### src/mc_pkg.sv
// Package for the Morse code translator: character codes, the Morse table,
// and the types shared by the translator, run buffer and top level.
// No dependencies.
package mc_pkg;

    localparam int MAX_SYMBOLS = 5;
    localparam int RUN_MAX     = 6;
    localparam int TABLE_SIZE  = 36;

    localparam logic [7:0] CH_SPACE = 8'h20;
    localparam logic [7:0] CH_SLASH = 8'h2F;
    localparam logic [7:0] CH_DOT   = 8'h2E;
    localparam logic [7:0] CH_DASH  = 8'h2D;
    localparam logic [7:0] CH_LOW_A = 8'h61;
    localparam logic [7:0] CH_LOW_Z = 8'h7A;
    localparam logic [7:0] CASE_OFS = 8'h20;
    localparam logic [7:0] CH_NONE  = 8'h00;

    typedef struct packed {
        logic [7:0] ch;
        logic [2:0] len;
        logic [4:0] code;
    } entry_t;

    typedef struct packed {
        logic [4:0] symbols;
        logic [2:0] length;
        logic       invalid;
    } store_t;

    typedef struct packed {
        logic [RUN_MAX-1:0][7:0] chars;
        logic [2:0]              count;
    } run_t;

    // Codes are written in sending order, dash as 1; bit 0 of the result is
    // the first symbol.
    function automatic entry_t mc_make(logic [7:0] ch, logic [2:0] len, logic [4:0] seq);
        entry_t e;
        e.ch  = ch;
        e.len = len;
        for (int i = 0; i < MAX_SYMBOLS; i++) begin
            e.code[i] = seq[MAX_SYMBOLS-1-i];
        end
        return e;
    endfunction

    function automatic entry_t mc_entry(int k);
        entry_t e;
        case (k)
            0:  e = mc_make("A", 3'd2, 5'b01000);
            1:  e = mc_make("B", 3'd4, 5'b10000);
            2:  e = mc_make("C", 3'd4, 5'b10100);
            3:  e = mc_make("D", 3'd3, 5'b10000);
            4:  e = mc_make("E", 3'd1, 5'b00000);
            5:  e = mc_make("F", 3'd4, 5'b00100);
            6:  e = mc_make("G", 3'd3, 5'b11000);
            7:  e = mc_make("H", 3'd4, 5'b00000);
            8:  e = mc_make("I", 3'd2, 5'b00000);
            9:  e = mc_make("J", 3'd4, 5'b01110);
            10: e = mc_make("K", 3'd3, 5'b10100);
            11: e = mc_make("L", 3'd4, 5'b01000);
            12: e = mc_make("M", 3'd2, 5'b11000);
            13: e = mc_make("N", 3'd2, 5'b10000);
            14: e = mc_make("O", 3'd3, 5'b11100);
            15: e = mc_make("P", 3'd4, 5'b01100);
            16: e = mc_make("Q", 3'd4, 5'b11010);
            17: e = mc_make("R", 3'd3, 5'b01000);
            18: e = mc_make("S", 3'd3, 5'b00000);
            19: e = mc_make("T", 3'd1, 5'b10000);
            20: e = mc_make("U", 3'd3, 5'b00100);
            21: e = mc_make("V", 3'd4, 5'b00010);
            22: e = mc_make("W", 3'd3, 5'b01100);
            23: e = mc_make("X", 3'd4, 5'b10010);
            24: e = mc_make("Y", 3'd4, 5'b10110);
            25: e = mc_make("Z", 3'd4, 5'b11000);
            26: e = mc_make("1", 3'd5, 5'b01111);
            27: e = mc_make("2", 3'd5, 5'b00111);
            28: e = mc_make("3", 3'd5, 5'b00011);
            29: e = mc_make("4", 3'd5, 5'b00001);
            30: e = mc_make("5", 3'd5, 5'b00000);
            31: e = mc_make("6", 3'd5, 5'b10000);
            32: e = mc_make("7", 3'd5, 5'b11000);
            33: e = mc_make("8", 3'd5, 5'b11100);
            34: e = mc_make("9", 3'd5, 5'b11110);
            35: e = mc_make("0", 3'd5, 5'b11111);
            default: e = mc_make(CH_NONE, 3'd0, 5'b00000);
        endcase
        return e;
    endfunction

    // Returns the entry for a character, with length zero when there is none.
    function automatic entry_t mc_enc_find(logic [7:0] ch);
        entry_t e;
        entry_t r;
        r = mc_make(CH_NONE, 3'd0, 5'b00000);
        for (int k = TABLE_SIZE - 1; k >= 0; k--) begin
            e = mc_entry(k);
            if (e.ch == ch) begin
                r = e;
            end
        end
        return r;
    endfunction

    // Returns the character for a stored code, or CH_NONE when none matches.
    function automatic logic [7:0] mc_dec_find(logic [2:0] len, logic [4:0] code);
        entry_t     e;
        logic [7:0] r;
        r = CH_NONE;
        for (int k = TABLE_SIZE - 1; k >= 0; k--) begin
            e = mc_entry(k);
            if (e.len == len && e.code == code) begin
                r = e.ch;
            end
        end
        return r;
    endfunction

endpackage

### src/mc_xlate.sv
// Translator: turns one input byte into the run of result bytes it causes
// and the next decode store. Combinational; uses mc_pkg.
module mc_xlate
    import mc_pkg::*;
(
    input  logic       direction,
    input  logic [7:0] in_char,
    input  logic       end_of_message,
    input  store_t     store,
    output run_t       run,
    output store_t     store_next
);

    logic [7:0] up_char;
    entry_t     enc;
    logic       is_sym;
    logic       is_sep;
    logic       is_slash;
    logic       flush;
    store_t     upd;
    logic [7:0] hit_char;
    logic       hit;

    assign up_char  = (in_char >= CH_LOW_A && in_char <= CH_LOW_Z) ? in_char - CASE_OFS
                                                                    : in_char;
    assign enc      = mc_enc_find(up_char);
    assign is_sym   = (in_char == CH_DOT) || (in_char == CH_DASH);
    assign is_slash = (in_char == CH_SLASH);
    assign is_sep   = (in_char == CH_SPACE) || is_slash;
    assign flush    = is_sep || end_of_message;

    always_comb
    begin
        upd = store;
        if (is_sym) begin
            if (store.length < 3'(MAX_SYMBOLS)) begin
                if (in_char == CH_DASH) begin
                    upd.symbols = store.symbols | (5'(1) << store.length);
                end
                upd.length = store.length + 3'd1;
            end else begin
                upd.invalid = 1'b1;
            end
        end else if (!is_sep) begin
            upd.invalid = 1'b1;
        end
    end

    assign hit_char = mc_dec_find(upd.length, upd.symbols);
    assign hit      = flush && (upd.length != 3'd0) && !upd.invalid && (hit_char != CH_NONE);

    always_comb
    begin
        run.chars  = {RUN_MAX{CH_SPACE}};
        run.count  = 3'd0;
        store_next = store;
        if (!direction) begin
            if (up_char == CH_SPACE) begin
                run.chars[0] = CH_SLASH;
                run.count    = 3'd2;
            end else begin
                for (int i = 0; i < MAX_SYMBOLS; i++) begin
                    if (i < int'(enc.len)) begin
                        run.chars[i] = enc.code[i] ? CH_DASH : CH_DOT;
                    end
                end
                run.count = enc.len + 3'd1;
            end
        end else begin
            if (hit) begin
                run.chars[0] = hit_char;
            end
            run.count  = {2'b00, hit} + {2'b00, is_slash};
            store_next = flush ? '0 : upd;
        end
    end

endmodule

### src/mc_run.sv
// Run buffer: holds the result bytes of one input byte and hands them out
// one per transfer. Uses mc_pkg.
module mc_run
    import mc_pkg::*;
(
    input  logic       clk,
    input  logic       rst_n,
    input  logic       load,
    input  run_t       run_in,
    output logic       free,
    output logic       out_valid,
    input  logic       out_ready,
    output logic [7:0] out_char,
    output logic       last_of_run
);

    logic [RUN_MAX-1:0][7:0] chars_reg;
    logic [RUN_MAX-1:0][7:0] chars_next;
    logic [2:0]              count_reg;
    logic [2:0]              count_next;
    logic                    xfer;

    assign out_valid   = (count_reg != 3'd0);
    assign out_char    = chars_reg[0];
    assign last_of_run = (count_reg == 3'd1);
    assign xfer        = out_valid && out_ready;
    assign free        = !out_valid || (xfer && last_of_run);

    always_comb
    begin
        chars_next = chars_reg;
        count_next = count_reg;
        if (load) begin
            chars_next = run_in.chars;
            count_next = run_in.count;
        end else if (xfer) begin
            for (int i = 0; i < RUN_MAX - 1; i++) begin
                chars_next[i] = chars_reg[i+1];
            end
            count_next = count_reg - 3'd1;
        end
    end

    always_ff @(posedge clk or negedge rst_n)
    begin
        if (!rst_n) begin
            count_reg <= 3'd0;
        end else begin
            count_reg <= count_next;
        end
    end

    always_ff @(posedge clk)
    begin
        chars_reg <= chars_next;
    end

endmodule

### src/morse_codec.sv
// Morse code translator top level: input register, direction register,
// decode store, translator and run buffer. Uses mc_pkg, mc_xlate, mc_run.
// The first result byte is offered from the run buffer once the input byte has
// passed through the input register and been loaded into a free run buffer.
// Throughput: one result byte per cycle while out_ready is high. An input byte
// causes zero to six results; the next one can load as the last result transfers.
// Reset clears the direction to encode, the decode store and all valid state.
module morse_codec
    import mc_pkg::*;
(
    input  logic       clk,
    input  logic       rst_n,
    input  logic       cfg_valid,
    output logic       cfg_ready,
    input  logic       cfg_data,
    input  logic       in_valid,
    output logic       in_ready,
    input  logic [7:0] in_char,
    input  logic       end_of_message,
    output logic       out_valid,
    input  logic       out_ready,
    output logic [7:0] out_char,
    output logic       last_of_run
);

    logic       direction_reg;
    logic       in_full_reg;
    logic [7:0] in_char_reg;
    logic       in_eom_reg;
    store_t     store_reg;
    store_t     store_next;
    run_t       run;
    logic       run_free;
    logic       take;
    logic       in_xfer;

    assign cfg_ready = 1'b1;
    assign take      = in_full_reg && run_free;
    assign in_ready  = !in_full_reg || take;
    assign in_xfer   = in_valid && in_ready;

    mc_xlate u_xlate (
        .direction      (direction_reg),
        .in_char        (in_char_reg),
        .end_of_message (in_eom_reg),
        .store          (store_reg),
        .run            (run),
        .store_next     (store_next)
    );

    mc_run u_run (
        .clk         (clk),
        .rst_n       (rst_n),
        .load        (take),
        .run_in      (run),
        .free        (run_free),
        .out_valid   (out_valid),
        .out_ready   (out_ready),
        .out_char    (out_char),
        .last_of_run (last_of_run)
    );

    always_ff @(posedge clk or negedge rst_n)
    begin
        if (!rst_n) begin
            direction_reg <= 1'b0;
            in_full_reg   <= 1'b0;
            store_reg     <= '0;
        end else begin
            if (cfg_valid && cfg_ready) begin
                direction_reg <= cfg_data;
            end
            if (in_xfer) begin
                in_full_reg <= 1'b1;
            end else if (take) begin
                in_full_reg <= 1'b0;
            end
            if (take) begin
                store_reg <= store_next;
            end
        end
    end

    always_ff @(posedge clk)
    begin
        if (in_xfer) begin
            in_char_reg <= in_char;
            in_eom_reg  <= end_of_message;
        end
    end

`ifndef ASSERT_OFF
    a_encode_keeps_store: assert property (@(posedge clk) disable iff (!rst_n)
        (take && !direction_reg) |=> $stable(store_reg))
        else $error("encode changed the decode store");

    a_run_continues: assert property (@(posedge clk) disable iff (!rst_n)
        (out_valid && out_ready && !last_of_run) |=> out_valid)
        else $error("run ended before its last byte");

    a_input_held: assert property (@(posedge clk) disable iff (!rst_n)
        (in_valid && in_ready) |=> in_full_reg)
        else $error("accepted byte not held in input register");

    a_store_length: assert property (@(posedge clk) disable iff (!rst_n)
        take |=> (store_reg.length <= 3'(MAX_SYMBOLS)))
        else $error("decode store length out of range");
`endif

endmodule
### config.mk
export PLATFORM = sky130hd
export DESIGN_NAME = morse_codec
export DESIGN_NICKNAME = d
export VERILOG_FILES = /design/src/mc_pkg.sv /design/src/mc_xlate.sv /design/src/mc_run.sv /design/src/morse_codec.sv
export SDC_FILE = /design/constraint.sdc
export NUM_CORES = 1
export LEC_CHECK = 0
export ABC_AREA = 1
export BUFFER_PORTS_ARGS = -buffer_cell sky130_fd_sc_hd__buf_4
export CELL_PAD_IN_SITES_DETAIL_PLACEMENT = 1
export CELL_PAD_IN_SITES_GLOBAL_PLACEMENT = 2
export CORE_MARGIN = 4
export CORE_UTILIZATION = 37
export CTS_CLUSTER_DIAMETER = 40
export DETAILED_ROUTE_END_ITERATION = 10
export GPL_TIMING_DRIVEN = 0
export PLACE_DENSITY = 0.86
export SLEW_MARGIN = 20
export SYNTH_ARGS = -nofsm -noshare
export SYNTH_HDL_FRONTEND = slang
export SYNTH_SLANG_ARGS = --single-unit
export TNS_END_PERCENT = 5
### constraint.sdc
create_clock -name clk -period 7 [get_ports clk]
set_clock_uncertainty 0.05 [all_clocks]
set_input_delay 0 -clock clk [delete_from_list [all_inputs] [get_ports clk]]
set_output_delay 0 -clock clk [all_outputs]
set_load 0.05 [all_outputs]
; Word-level counts from Yosys, hierarchy flattened
; Cells that the tools add are included.
[totals]
regBits = 63
output_inout_bits = 12
[classes]
addsub = 5
magnitude_cmp = 8
n_eq_ne = 65
n_shift = 1
muxes = 101
bitwise = 1
n_reduce_logical = 59
[ops]
columns = cell, n
row1 = 2-to-1 mux 8 bit, 44
row2 = == test 7 x 8 -> 1 bit (first input constant), 26
row3 = 2-to-1 mux 7 bit, 27
row4 = == test 6 x 8 -> 1 bit (first input constant), 10
row5 = 2-to-1 mux 40 bit, 2
row6 = 2-to-1 mux 32 bit, 2
row7 = 2-to-1 mux 6 bit, 10
row8 = logical AND 1 bit, 44
row9 = == test 8 x 6 -> 1 bit (second input constant), 5
row10 = == test 4 x 5 -> 1 bit (first input constant), 6
row11 = == test 5 bit (first input constant), 5
row12 = 2-to-1 mux 11 bit, 2
row13 = == test 3 x 5 -> 1 bit (first input constant), 4
row14 = == test 2 x 5 -> 1 bit (first input constant), 2
row15 = 2-to-1 mux 2 bit, 5
row16 = 2-to-1 mux 9 bit, 1
row17 = greater-or-equal comparator 8 x 7 -> 1 bit (second input constant), 1
row18 = less-or-equal comparator 8 x 7 -> 1 bit (second input constant), 1
row19 = nonzero test 8 bit, 1
row20 = subtractor 8 x 6 -> 8 bit (second input constant), 1
row21 = adder 3 x 1 -> 3 bit (second input constant), 2
row22 = == test 2 x 3 -> 1 bit (first input constant), 2
row23 = == test 3 bit (first input constant), 2
row24 = less-than comparator 1 x 3 -> 1 bit (first input constant), 2
row25 = other kinds (19), 33

; Logic depth before layout (Yosys ltp)
; Gate-level depths: netlist of run 1.
[logic_depth]
depth_word = 48
depth_mapped = 25
mapped_depth_nobuf = 25

; Hierarchy
; A second synthesis of run 1 with hierarchy kept.
[unflattened]
cells_unflattened = 725
hier_area_um2 = 5380.2
[modules_own_cells]
columns = module, n_inst, cells_per_inst, area_each_um2, seq_area_each_um2
row1 = mc_xlate, 1, 446, 2354.8, 0.0
row2 = mc_run, 1, 218, 2290.9, 1516.5
row3 = morse_codec, 1, 61, 734.5, 545.5

; Least setup slack after synthesis of run 1
; No wires, ideal clock.
[synth_timing]
path_type = register to register
from = register u_run.count_reg[0]
to = register u_run.count_reg[0]
setup_ns = 0.132
t_arrival_ns = 3.146
required_ns = 6.818
setup_slack_ns = 3.672
path_stages_with_launch = 8
synth_period_minus_slack_ns = 3.328
path_cell_list = dfrtp_1 > inv_1 > ha_1 > nand2_1 > o21ai_0 > inv_1 > a21oi_1 > a32oi_1
[synth_between]
elab_chain_len = 6
word_cells_on_any_way = 11
classes_between = 1 x add/sub / 1 x eq/ne / 2 x mux / 7 x reduce/logical
[synth_rtl]
columns = item, line_no
row1 = start: declaration, mc_run.sv:19  ; logic [2:0] count_reg;
row2 = start signal: assignment, mc_run.sv:49  ; count_reg <= count_next;
row3 = nonzero test 3 bit (*), mc_run.sv:23  ; assign out_valid = (count_reg != 3'd0);
row4 = named net out_valid, morse_codec.sv:20  ; output logic out_valid,
row5 = logical AND 1 bit, mc_run.sv:26  ; assign xfer = out_valid && out_ready;
row6 = logical AND 1 bit, mc_run.sv:27  ; assign free = !out_valid || (xfer && last_of_run);
row7 = logical OR 1 bit, mc_run.sv:27
row8 = logical AND 1 bit, morse_codec.sv:38  ; assign take = in_full_reg && run_free;
row9 = 2-to-1 mux 3 bit / nonzero test 2 bit (equally long branches), n/a
; Mark *: on every way through the listed nets, which the timed path passes. The rest lies on a longest branch. The select of a mux whose other input is x is not followed.
; A chain may end at the register's enable or synchronous reset.

; Worst setup path after layout of run 1
[layout_timing]
from = register store_reg[1] in the netlist's numbering
to = register u_run.count_reg[1]
[layout_between]
elab_chain_len = 48
word_cells_on_any_way = 114
classes_between = 2 x add/sub / 1 x order compare / 23 x eq/ne / 1 x shift / 43 x mux / 1 x bitwise / 43 x reduce/logical
[layout_rtl]
columns = item, line_no
row1 = start: declaration, morse_codec.sv:30  ; store_t store_reg;
row2 = start signal: assignment, morse_codec.sv:79  ; store_reg <= store_next;
row3 = "parallel branches: the longest is 44 deep, another holds adder 3 x 1 -> 3 bit", n/a
row4 = logical AND 1 bit (*), mc_xlate.sv:50  ; assign hit = flush && (upd.length != 3'd0) && !upd.invalid && (hit_char != CH_NONE);
row5 = adder 1 x 1 -> 2 bit (*), mc_xlate.sv:73  ; run.count = {2'b00, hit} + {2'b00, is_slash};
row6 = 2-to-1 mux 11 bit (*), mc_xlate.sv:57  ; if (!direction) begin
row7 = 2-to-1 mux 3 bit (*), mc_run.sv:33  ; if (load) begin
; Every way passes the cells marked *.

==> results of run 1 <==
## layout make-up
type / instances / area, um2 / share of cell area [%]
Buffer: 11 / 75.1 / 1.74
Clock buffer: 5 / 68.8 / 1.59
Multi-Input combinational cell: 389 / 2060 / 47.7
Sequential cell: 42 / 1190 / 27.6
Tap cell: 133 / 166 / 3.85
Inverter: 98 / 368 / 8.52
Timing Repair Buffer: 38 / 322 / 7.44
Clock inverter: 3 / 68.8 / 1.59
## placed cells by master, fill, tap and decap left out, types with 4 or more instances in the layout
master / instances
nor2_1: 80
o22ai_1: 8
ha_1: 12
edfxtp_1: 28
nand2_2: 12
clkbuf_8: 5
nor3_1: 8
dfrtp_1: 14
a21oi_1: 12
nand2_1: 128
o21ai_0: 13
nand3_1: 27
inv_2: 24
dlygate4sd3_1: 13
nand4_1: 17
nor2_4: 4
inv_1: 73
o21ai_1: 13
nor2_2: 14
buf_4: 33
## metal layers
layer / GRT usage [%] / wire length (um) / share of wire (%)
met3: 3.30 / 238 / 2.3
met1: 24.6 / 5050 / 49
met2: 32.2 / 4930 / 48
met5: 0 / 0 / 0
met4: 3.43 / 111 / 1.1
## critical path, stage by stage, from the launching register on
cell and delay (ps):
dfrtp_1 490, inv_1 180, ha_1 270, a21oi_1 170
nand2_1 80, nand2_1 120, nor2_2 70, nand2_2 100
inv_2 40, o211ai_1 200, nand2_1 140, nor4_2 380
nand3_2 150, nand2_2 120, inv_2 40, ha_1 170
o221ai_1 190, o21ai_0 110, nand2_1 70, o21ai_0 80
## stage by stage
| step | power [uW] | util, % | area [um2] |
|---|---|---|---|
| floorplan | 785 | - | 3690 |
| global placement | 913 | 41.5 | 4040 |
| detailed placement | 932 | 41.6 | 4050 |
| CTS | 1170 | 44.4 | 4320 |
| global route | 1250 | 44.4 | 4320 |
| finish | 1160 | 44.4 | 4320 |
## kinds of logic (layout without fill, tap and decap cells)
logic type / after synthesis / count (layout) / synth area share (%)
other: 2 / 2 / 0.204
AOI/OAI and AO/OA: 66 / 66 / 11.1
and+or+nand+nor: 308 / 308 / 40.1
xor gates and xnor gates: 1 / 1 / 0.237
adders and majority gates: 12 / 12 / 4.07
DFF: 42 / 42 / 32.3
buffers and inverters: 109 / 155 / 12.0
## worst paths after layout
check | startpoint | end | slack (ps) | cells past startpoint
max | store_reg[1]$_DFFE_PN0P_ | u_run.count_reg[1]$_DFFE_PN0P_ | 3640 | 19
max reg2reg | store_reg[1]$_DFFE_PN0P_ | u_run.count_reg[1]$_DFFE_PN0P_ | 3640 | 19
max in group asynchronous | rst_n | store_reg[5]$_DFFE_PN0P_ | 6650 | 2
min | rst_n | u_run.count_reg[2]$_DFFE_PN0P_ | 60 | 2
min in group clk | out_ready | in_full_reg$_DFFE_PN0P_ | 90 | 6
min reg2reg | u_run.chars_reg[32]$_SDFFCE_PP0P_ | u_run.chars_reg[24]$_DFFE_PP_ | 480 | 2
## where the power goes
group          switching [uW]  internal [uW]
registers                35.4            365
logic                     363            162
clock network            89.3            143
total                     488            671
## timing repair
item	4_1_cts	5_1_grt
endpoints found under the hold margin	25	0
setup buffers	0	0
setup endpoints to repair	0	0
hold buffers	13	0
==> results.sh, run 1 <==
export IMPL_hold_viol_final=0
export IMPL_drt_wl_total_um=10300
export IMPL_grt_pass1_vias=3693
export IMPL_final_cells=719
export IMPL_hpwl_um=8550
export IMPL_cts_resized=0
export IMPL_nets=612
export IMPL_dr_pass1_iters=4
export IMPL_seq_area_frac_synth_pct=32.3
export IMPL_cts_sink_count=42
export IMPL_drive_above_1_share_pct=19.6
export IMPL_cts_tree="yes"
export IMPL_synth_cell_types=43
export IMPL_dr_first_iter_drc_count=170
export IMPL_die_height_um=108
export IMPL_initial_core_util_pct=37.9
export IMPL_syn_cell_area_um2=3690
export IMPL_grt_pass1_wl_um=17300
export IMPL_synth_edf_count=28
export IMPL_area_growth_pct=17.1
export IMPL_cts_buffers=5
export IMPL_synthFlopType="edfxtp_1"
export IMPL_wl_per_cell_um=14.4
export IMPL_slew_headroom_pct=48.5
export IMPL_syn_inst=540
export IMPL_synth_top_area_share_pct=22.8
export IMPL_grt_max_degree=17
export IMPL_ant_nets=0
export IMPL_status="completed"
export IMPL_die_area_um2=11600
export IMPL_yosysWarnings=0
export IMPL_die_x_um=108
export IMPL_avgSynthCellArea_um2=6.83
export IMPL_std_cell_rows=36
export IMPL_slew_viol_final=0
export IMPL_place_congestion=0.916
export IMPL_powerDensity_nw_per_um2=268
export IMPL_vias_per_cell=4.97
export IMPL_io_buffers=24
export IMPL_clockBufferDepth=2
export IMPL_routed_via_count=3571
export IMPL_synthesis_nets=567
export IMPL_dpl_worst_slack_ps=3650
export IMPL_fillers=1277
export IMPL_finalCritPeriodShare_pct=48.0
export IMPL_grt_total_usage_pct=18.6
export IMPL_clkLatencyLatePin_ps=300
export IMPL_fmax_ghz=0.298
export IMPL_synth_most_common_cell="nand2_1"
export IMPL_min_period_ps=3360
export IMPL_cts_clk_slew_worst_paths_ps=90
export IMPL_setup_viol=0
export IMPL_diodes=0
export IMPL_criticalPathCategory="reg -> reg"
export IMPL_root_buffer="clkbuf_8"
export IMPL_ir_worst_vdd_v=0.000140
export IMPL_ios=27
export IMPL_cp_max_fo=7
export IMPL_holdWs_ps=56.4
export IMPL_tightest_slew_ps=769
export IMPL_core_area_um2=9730
export IMPL_dp_cells=698
export IMPL_synth_area_leaders="edfxtp_1 (23%), nand2_1 (13%), dfrtp_1 (9.5%)"
export IMPL_worstHoldPathType="in -> async"
export IMPL_tns_ps=0
export IMPL_largest_register_ffs=12
export IMPL_end_kind="flip-flop"
export IMPL_startpoint_type="flip-flop"
export IMPL_async_reset_ff_share_pct=33.3
export IMPL_route_detailed_drc=0
export IMPL_drv_cap=0
export IMPL_htree_levels=2
export IMPL_synthTopCellsByCount="nand2_1 (128), nor2_1 (80), inv_1 (73), edfxtp_1 (28), nand3_1 (27)"
export IMPL_ys_ff_latch=42
export IMPL_leakage_uw=0.00211
export IMPL_rsz0062_at_grt="no"
export IMPL_synth_top_cell_by_area="edfxtp_1"
export IMPL_antenna_found_initial=0
export IMPL_setup_ws_ps=3640
export IMPL_critPathArrivalTime_ps=3470
export IMPL_overflow=0
export IMPL_crit_required_ps=7120
Power figures use the tool's default switching activity.
==> run 2, diff against run 1 <==
--- a/config.mk
+++ b/config.mk
@@ -5,16 +5,16 @@
 export SDC_FILE = /design/constraint.sdc
 export NUM_CORES = 1
 export LEC_CHECK = 0
-export ABC_AREA = 1
+export ABC_AREA = 0
 export BUFFER_PORTS_ARGS = -buffer_cell sky130_fd_sc_hd__buf_4
 export CELL_PAD_IN_SITES_DETAIL_PLACEMENT = 1
 export CELL_PAD_IN_SITES_GLOBAL_PLACEMENT = 2
 export CORE_MARGIN = 4
-export CORE_UTILIZATION = 37
+export CORE_UTILIZATION = 34
 export CTS_CLUSTER_DIAMETER = 40
 export DETAILED_ROUTE_END_ITERATION = 10
 export GPL_TIMING_DRIVEN = 0
-export PLACE_DENSITY = 0.86
+export PLACE_DENSITY = 0.76
 export SLEW_MARGIN = 20
 export SYNTH_ARGS = -nofsm -noshare
 export SYNTH_HDL_FRONTEND = slang
==> constraint.sdc (replaced) <==
create_clock -name clk -period 3 [get_ports clk]
set_clock_uncertainty 0.05 [all_clocks]
set_input_delay 0 -clock clk [delete_from_list [all_inputs] [get_ports clk]]
set_output_delay 0 -clock clk [all_outputs]
set_load 0.05 [all_outputs]
==> results.sh, run 2 <==
export IMPL_status="complete, but fails checks"
export IMPL_violations="negative setup slack"
export IMPL_largest_register_ffs=12
export IMPL_muxShareOfSynthArea_pct=1.19
export IMPL_grt_max_degree=25
export IMPL_synth_compound_area_share_pct=30.1
export IMPL_synthSimpleGateAreaFrac_pct=23.7
export IMPL_vias_per_cell=5.79
export IMPL_reg2reg_depth=13
export IMPL_leakage_uw=0.00186
export IMPL_r2r_end="u_run.count_reg[0]$_DFFE_PN0P_"
export IMPL_rsz0062_at_grt="yes"
export IMPL_ir_worst_vdd_v=0.000473
export IMPL_std_cell_rows=37
export IMPL_startpoint="store_reg[1]$_DFFE_PN0P_"
export IMPL_die_area_um2=12500
export IMPL_die_height_um=112
export IMPL_async_reset_ff_share_pct=33.3
export IMPL_drt_wl_total_um=12300
export IMPL_holdWs_ps=49.0
export IMPL_die_x_um=112
export IMPL_fmax_ghz=0.285
export IMPL_hpwl_um=8660
export IMPL_yosysWarnings=0
export IMPL_routed_via_count=3639
export IMPL_combinationalPowerShare_pct=51.8
export IMPL_synth_most_common_cell="nor2_1"
export IMPL_dpl_cell_area_um2=4100
export IMPL_seq_area_frac_synth_pct=32.4
export IMPL_dr_pass1_iters=4
export IMPL_synth_top_cell_by_area="edfxtp_1"
export IMPL_synth_top_family_by_area="compound AO/OA/AOI/OAI gates"
export IMPL_synth_top_area_share_pct=22.9
export IMPL_htree_levels=2
export IMPL_grt_total_usage_pct=18.9
export IMPL_diodes=0
export IMPL_wl_per_cell_um=19.5
export IMPL_layout_common_cells="buf_4 (60), nor2_1 (42), nand2_1 (38)"
export IMPL_grt_pass1_vias=3672
export IMPL_antenna_found_initial=0
export IMPL_dpl_worst_slack_ps=-882
export IMPL_syn_cell_area_um2=3670
export IMPL_clkLatencyLatePin_ps=300
export IMPL_synthesis_nets=447
export IMPL_synthXorXnorAreaFrac_pct=1.40
export IMPL_startpoint_type="flip-flop"
export IMPL_drv_cap=0
export IMPL_setup_ws_ps=-511
export IMPL_cts_sink_count=42
export IMPL_slew_headroom_pct=45.8
export IMPL_min_period_ps=3510
export IMPL_area_growth_pct=28.9
export IMPL_route_detailed_drc=0
export IMPL_tns_ps=-2620
export IMPL_p_switching_uw=1190
export IMPL_grt_pass1_wl_um=19500
export IMPL_critPathArrivalTime_ps=3660
export IMPL_crit_required_ps=3140
export IMPL_criticalPathCategory="reg -> reg"
export IMPL_clockPowerShare_pct=14.4
export IMPL_root_buffer="clkbuf_8"
export IMPL_overflow=0
export IMPL_ys_ff_latch=42
export IMPL_synth_area_leaders="edfxtp_1 (23%), dfrtp_1 (9.5%), nor2_1 (4.4%)"
export IMPL_initial_core_util_pct=35.3
export IMPL_syn_inst=420
export IMPL_reg2reg_slack_ps=-510
export IMPL_avgSynthCellArea_um2=8.74
export IMPL_core_area_um2=10400
export IMPL_nets=519
export IMPL_fillers=1219
export IMPL_dr_first_iter_drc_count=170
export IMPL_hold_viol_final=0
export IMPL_cp_max_fo=5
export IMPL_layout_commonest_cell="buf_4"
export IMPL_worstHoldPathType="in -> async"
export IMPL_seqPwrFrac_pct=33.8
export IMPL_ant_nets=0
export IMPL_place_congestion=0.888
export IMPL_switching_share_pct=44.7
export IMPL_finalInstanceArea_um2=4730
export IMPL_cts_buffers=5
export IMPL_powerDensity_nw_per_um2=564
export IMPL_synthFlopType="edfxtp_1"
export IMPL_synthAdderAreaFrac_pct=4.09
export IMPL_cts_clk_slew_worst_paths_ps=90
export IMPL_end_kind="flip-flop"
export IMPL_tightest_slew_ps=802
export IMPL_p_int_uw=1480
export IMPL_endpoint="u_run.count_reg[0]$_DFFE_PN0P_"
export IMPL_slew_viol_final=0
export IMPL_setup_viol=8
export IMPL_rr_startpoint="store_reg[1]$_DFFE_PN0P_"
export IMPL_io_buffers=24
export IMPL_drive_above_1_share_pct=27.6
export IMPL_synth_cell_types=90
export IMPL_ios=27
export IMPL_synthTopCellsByCount="nor2_1 (43), nand2_1 (40), a21oi_1 (31), edfxtp_1 (28), o21ai_0 (20)"
export IMPL_clockBufferDepth=2
export IMPL_finalCritPeriodShare_pct=117
export IMPL_cts_tree="yes"
export IMPL_synth_edf_count=28
==> run 2: changes by cell type in the layout (fill, tap and decap cells not counted), sizes merged, moves of 11 or more <==
cell    before  now
nand2      143   41
nor2        99   43
nand4       17    2
clkbuf       7   18
buf         34   71
nand3       32   10
inv         97   15
a21oi       12   32
==> run 2: worst min path at each step <==
stage               start  slack (ps)  depth (start not counted)                              to
finish              rst_n          50                          2  u_run.count_reg[2]$_DFFE_PN0P_
global route        rst_n          60                          2  u_run.count_reg[2]$_DFFE_PN0P_
CTS                 rst_n          50                          2  u_run.count_reg[2]$_DFFE_PN0P_
detailed placement  rst_n        -170                          1         in_full_reg$_DFFE_PN0P_
global placement    rst_n        -170                          1         in_full_reg$_DFFE_PN0P_
floorplan           rst_n        -350                          0       direction_reg$_DFFE_PN0P_
==> run 2: layer usage <==
metal / global-route usage, % / wire (um) / part of all wire, %
met1: 26.1 / 5700 / 47
met2: 31.7 / 5990 / 49
met5: 0 / 0 / 0
met3: 2.45 / 397 / 3.2
met4: 3.97 / 164 / 1.3
==> run 2: cell families after synthesis <==
kind of cell	count (synthesis)
and+or+nand+nor	163
AOI/OAI and AO/OA	142
buffers and inverters	50
DFF	42
adders and majority gates	12
xor gates and xnor gates	5
muxes	4
other	2
==> run 2: what timing repair did <==
action	4_1_cts	5_1_grt
endpoints found under the hold margin	26	0
setup buffers	14	13
gates resized for setup	15	25
pin swaps	15	9
cloned	0	1
hold buffers	14	0
endpoints found under the setup margin	19	21
==> run 2: critical path, cell delays in order (launching register included) <==
cell and delay, ps:
dfrtp_1 440, buf_6 150, inv_8 60, ha_4 200, or4b_4 500, or4_4 480, a211oi_4 380, a22oi_2 100
o22ai_2 210, nor3_4 70, a31oi_4 240, ha_4 230, a221oi_2 250, nor2_1 60
==> run 2: cell type report <==
| cell class | instances | area (um2) | share of cell area [%] |
|---|---|---|---|
| Buffer | 32 | 204 | 4.31 |
| Clock inverter | 3 | 21.3 | 0.449 |
| Tap cell | 136 | 170 | 3.60 |
| Inverter | 17 | 78.8 | 1.67 |
| Clock buffer | 5 | 68.8 | 1.45 |
| Sequential cell | 42 | 1190 | 25.2 |
| Timing Repair Buffer | 66 | 532 | 11.2 |
| Multi-Input combinational cell | 328 | 2470 | 52.1 |
==> run 2: power by group through the flow <==
| stage | combinational [uW] | sequential [uW] | clock, uW |
|---|---|---|---|
| after global routing | 1520 | 921 | 418 |
| after CTS | 1320 | 906 | 391 |
| after detailed placement | 1270 | 924 | 0 |
| after floorplan | 939 | 896 | 0 |
| final | 1380 | 902 | 384 |
| after global placement | 1250 | 915 | 0 |
==> run 2: through the flow <==
step / total power, uW / utilization [%] / instances
3_3_place_gp: 2170 / 39.4 / 580
6_report: 2670 / 45.4 / 629
2_1_floorplan: 1840 / - / 420
3_5_place_dp: 2190 / 39.4 / 580
4_1_cts: 2610 / 43.2 / 616
5_1_grt: 2860 / 45.4 / 629
==> run 3, diff against run 2 <==
--- a/config.mk
+++ b/config.mk
@@ -9,7 +9,6 @@
 export BUFFER_PORTS_ARGS = -buffer_cell sky130_fd_sc_hd__buf_4
 export CELL_PAD_IN_SITES_DETAIL_PLACEMENT = 1
 export CELL_PAD_IN_SITES_GLOBAL_PLACEMENT = 2
-export CORE_MARGIN = 4
 export CORE_UTILIZATION = 34
 export CTS_CLUSTER_DIAMETER = 40
 export DETAILED_ROUTE_END_ITERATION = 10
==> results.sh, run 3 (synthesized netlist as in run 2, its figures left out) <==
export IMPL_status="complete, but fails checks"
export IMPL_violations="negative setup slack"
export IMPL_dr_first_iter_drc_count=133
export IMPL_cts_tree="yes"
export IMPL_min_period_ps=3410
export IMPL_ios=27
export IMPL_routed_via_count=3658
export IMPL_clkLatencyLatePin_ps=310
export IMPL_powerDensity_nw_per_um2=583
export IMPL_hold_viol_final=0
export IMPL_finalCritPeriodShare_pct=114
export IMPL_r2r_end="u_run.count_reg[0]$_DFFE_PN0P_"
export IMPL_die_height_um=106
export IMPL_cts_buffers=5
export IMPL_crit_required_ps=3150
export IMPL_reg2reg_depth=12
export IMPL_cts_clk_slew_worst_paths_ps=100
export IMPL_leakage_uw=0.00186
export IMPL_cts_sink_count=42
export IMPL_grt_pass1_wl_um=19600
export IMPL_slew_headroom_pct=43.5
export IMPL_drv_cap=0
export IMPL_cpLargestDelayFamily="simple AND/OR/NAND/NOR gates"
export IMPL_die_x_um=106
export IMPL_area_growth_pct=29.8
export IMPL_grt_total_usage_pct=22.2
export IMPL_worstHoldPathType="in -> async"
export IMPL_final_cells=631
export IMPL_tightest_slew_ps=845
export IMPL_wl_per_cell_um=19.6
export IMPL_startpoint_type="flip-flop"
export IMPL_layout_common_cells="buf_4 (62), nor2_1 (41), nand2_1 (39)"
export IMPL_hpwl_um=8650
export IMPL_largest_register_ffs=12
export IMPL_setup_ws_ps=-405
export IMPL_nets=521
export IMPL_initial_core_util_pct=35.3
export IMPL_ir_worst_vdd_v=0.000446
export IMPL_io_buffers=24
export IMPL_overflow=0
export IMPL_die_area_um2=11200
export IMPL_rr_startpoint="in_char_reg[7]$_DFFE_PP_"
export IMPL_clockBufferDepth=2
export IMPL_criticalPathCategory="reg -> reg"
export IMPL_root_buffer="clkbuf_8"
export IMPL_cp_cell_sequence="or4b_1, buf_6, nor3_4, mux2i_4, buf_4, a32oi_2, o22ai_2, nor3_2, a31oi_4, ha_4, a221oi_2, nor2_1"
export IMPL_layout_commonest_cell="buf_4"
export IMPL_reg2reg_slack_ps=-410
export IMPL_setup_viol=8
export IMPL_ant_nets=0
export IMPL_dp_cells=580
export IMPL_dr_pass1_iters=4
export IMPL_cp_slowest_cell="or4b_1"
export IMPL_core_area_um2=10400
export IMPL_rsz0062_at_grt="yes"
export IMPL_htree_levels=2
export IMPL_place_congestion=0.841
export IMPL_vias_per_cell=5.80
export IMPL_cpPeakStageDelay_ps=550
export IMPL_crit_buf_inv=2
export IMPL_grt_pass1_vias=3741
export IMPL_drt_wl_total_um=12300
export IMPL_tns_ps=-2140
export IMPL_fillers=1245
export IMPL_critPathArrivalTime_ps=3560
export IMPL_drive_above_1_share_pct=29.3
export IMPL_diodes=0
export IMPL_std_cell_rows=37
export IMPL_end_kind="flip-flop"
export IMPL_fmax_ghz=0.294
export IMPL_cp_max_fo=9
export IMPL_grt_max_degree=25
export IMPL_slew_viol_final=0
export IMPL_antenna_found_initial=0
export IMPL_route_detailed_drc=0
run 3: cell types whose count changed in the layout (fill, tap and decap cells not counted), moves of 2 or more:
| cell | change |
|---|---|
| clkbuf_2 | +5 |
| nor3_2 | +4 |
| clkbuf_1 | -3 |
| buf_2 | -2 |
| buf_4 | +2 |
| nor3_1 | -2 |
| nor3_4 | -2 |
run 3: area by class of cell:
type                       count  area [um2]  share of cell area [%]
multi-input combinational    328        2450                    51.5
buffer                        33         213                    4.46
inverter                      17        78.8                    1.65
tap                          136         170                    3.57
sequential                    42        1190                    25.0
clock inverter                 3        48.8                    1.02
clock buffer                   5        68.8                    1.44
timing repair buffer          67         542                    11.4
run 3: what timing repair did:
item | in CTS | in global routing
cloned | 0 | 0
endpoints found under the setup margin | 18 | 17
resized for setup | 26 | 17
hold buffers | 14 | 0
setup buffers | 15 | 14
pin swaps | 13 | 6
hold endpoints to repair | 26 | 0
run 3: how the worst max path moves through the flow:
stage / start / to / slack, ps / cells past startpoint
after floorplan: store_reg[2]$_DFFE_PN0P_ / u_run.count_reg[0]$_DFFE_PN0P_ / -330 / 13
after CTS: store_reg[1]$_DFFE_PN0P_ / u_run.count_reg[0]$_DFFE_PN0P_ / -400 / 12
final: in_char_reg[7]$_DFFE_PP_ / u_run.count_reg[0]$_DFFE_PN0P_ / -410 / 12
after global placement: in_char_reg[6]$_DFFE_PP_ / u_run.count_reg[0]$_DFFE_PN0P_ / -770 / 11
after detailed placement: in_char_reg[2]$_DFFE_PP_ / u_run.count_reg[0]$_DFFE_PN0P_ / -840 / 11
after global routing: store_reg[2]$_DFFE_PN0P_ / u_run.count_reg[0]$_DFFE_PN0P_ / -530 / 13
run 3: metal layers:
layer	track usage [%]	vias to the layer above	part of all wire, %
li1	-	1745	-
met1	29.8	1827	48
met2	36.8	74	48
met3	2.88	12	2.7
met4	7.54	0	1.2
met5	0	-	0
run 3: stage by stage:
stage                     utilization [%]  instance area (um2)  total power (uW)  setup slack, ps  hold slack, ps
after floorplan                         -                 3750              1840             -325            -346
after global placement               39.4                 4100              2170             -772            -171
after detailed placement             39.4                 4100              2200             -841            -163
after CTS                            44.0                 4580              2740             -396            36.4
after global routing                 45.8                 4770              2940             -526            49.9
final                                45.8                 4770              2780             -405            24.4
run 3: worst reg2reg max path, cell delays in order, from the launching register on:
cell and delay (ps):
edfxtp_1 490, or4b_1 550, buf_6 170, nor3_4 320, mux2i_4 430, buf_4 180, a32oi_2 120, o22ai_2 200
nor3_2 90, a31oi_4 180, ha_4 230, a221oi_2 230, nor2_1 60
run 3: power breakdown:
part / leakage [uW] / internal (uW) / switching, uW / total (uW)
logic: 0.00136 / 488 / 894 / 1380
registers: 0.000451 / 826 / 79.7 / 906
clock network: 0.0000563 / 254 / 238 / 492
total: 0.00186 / 1570 / 1210 / 2780
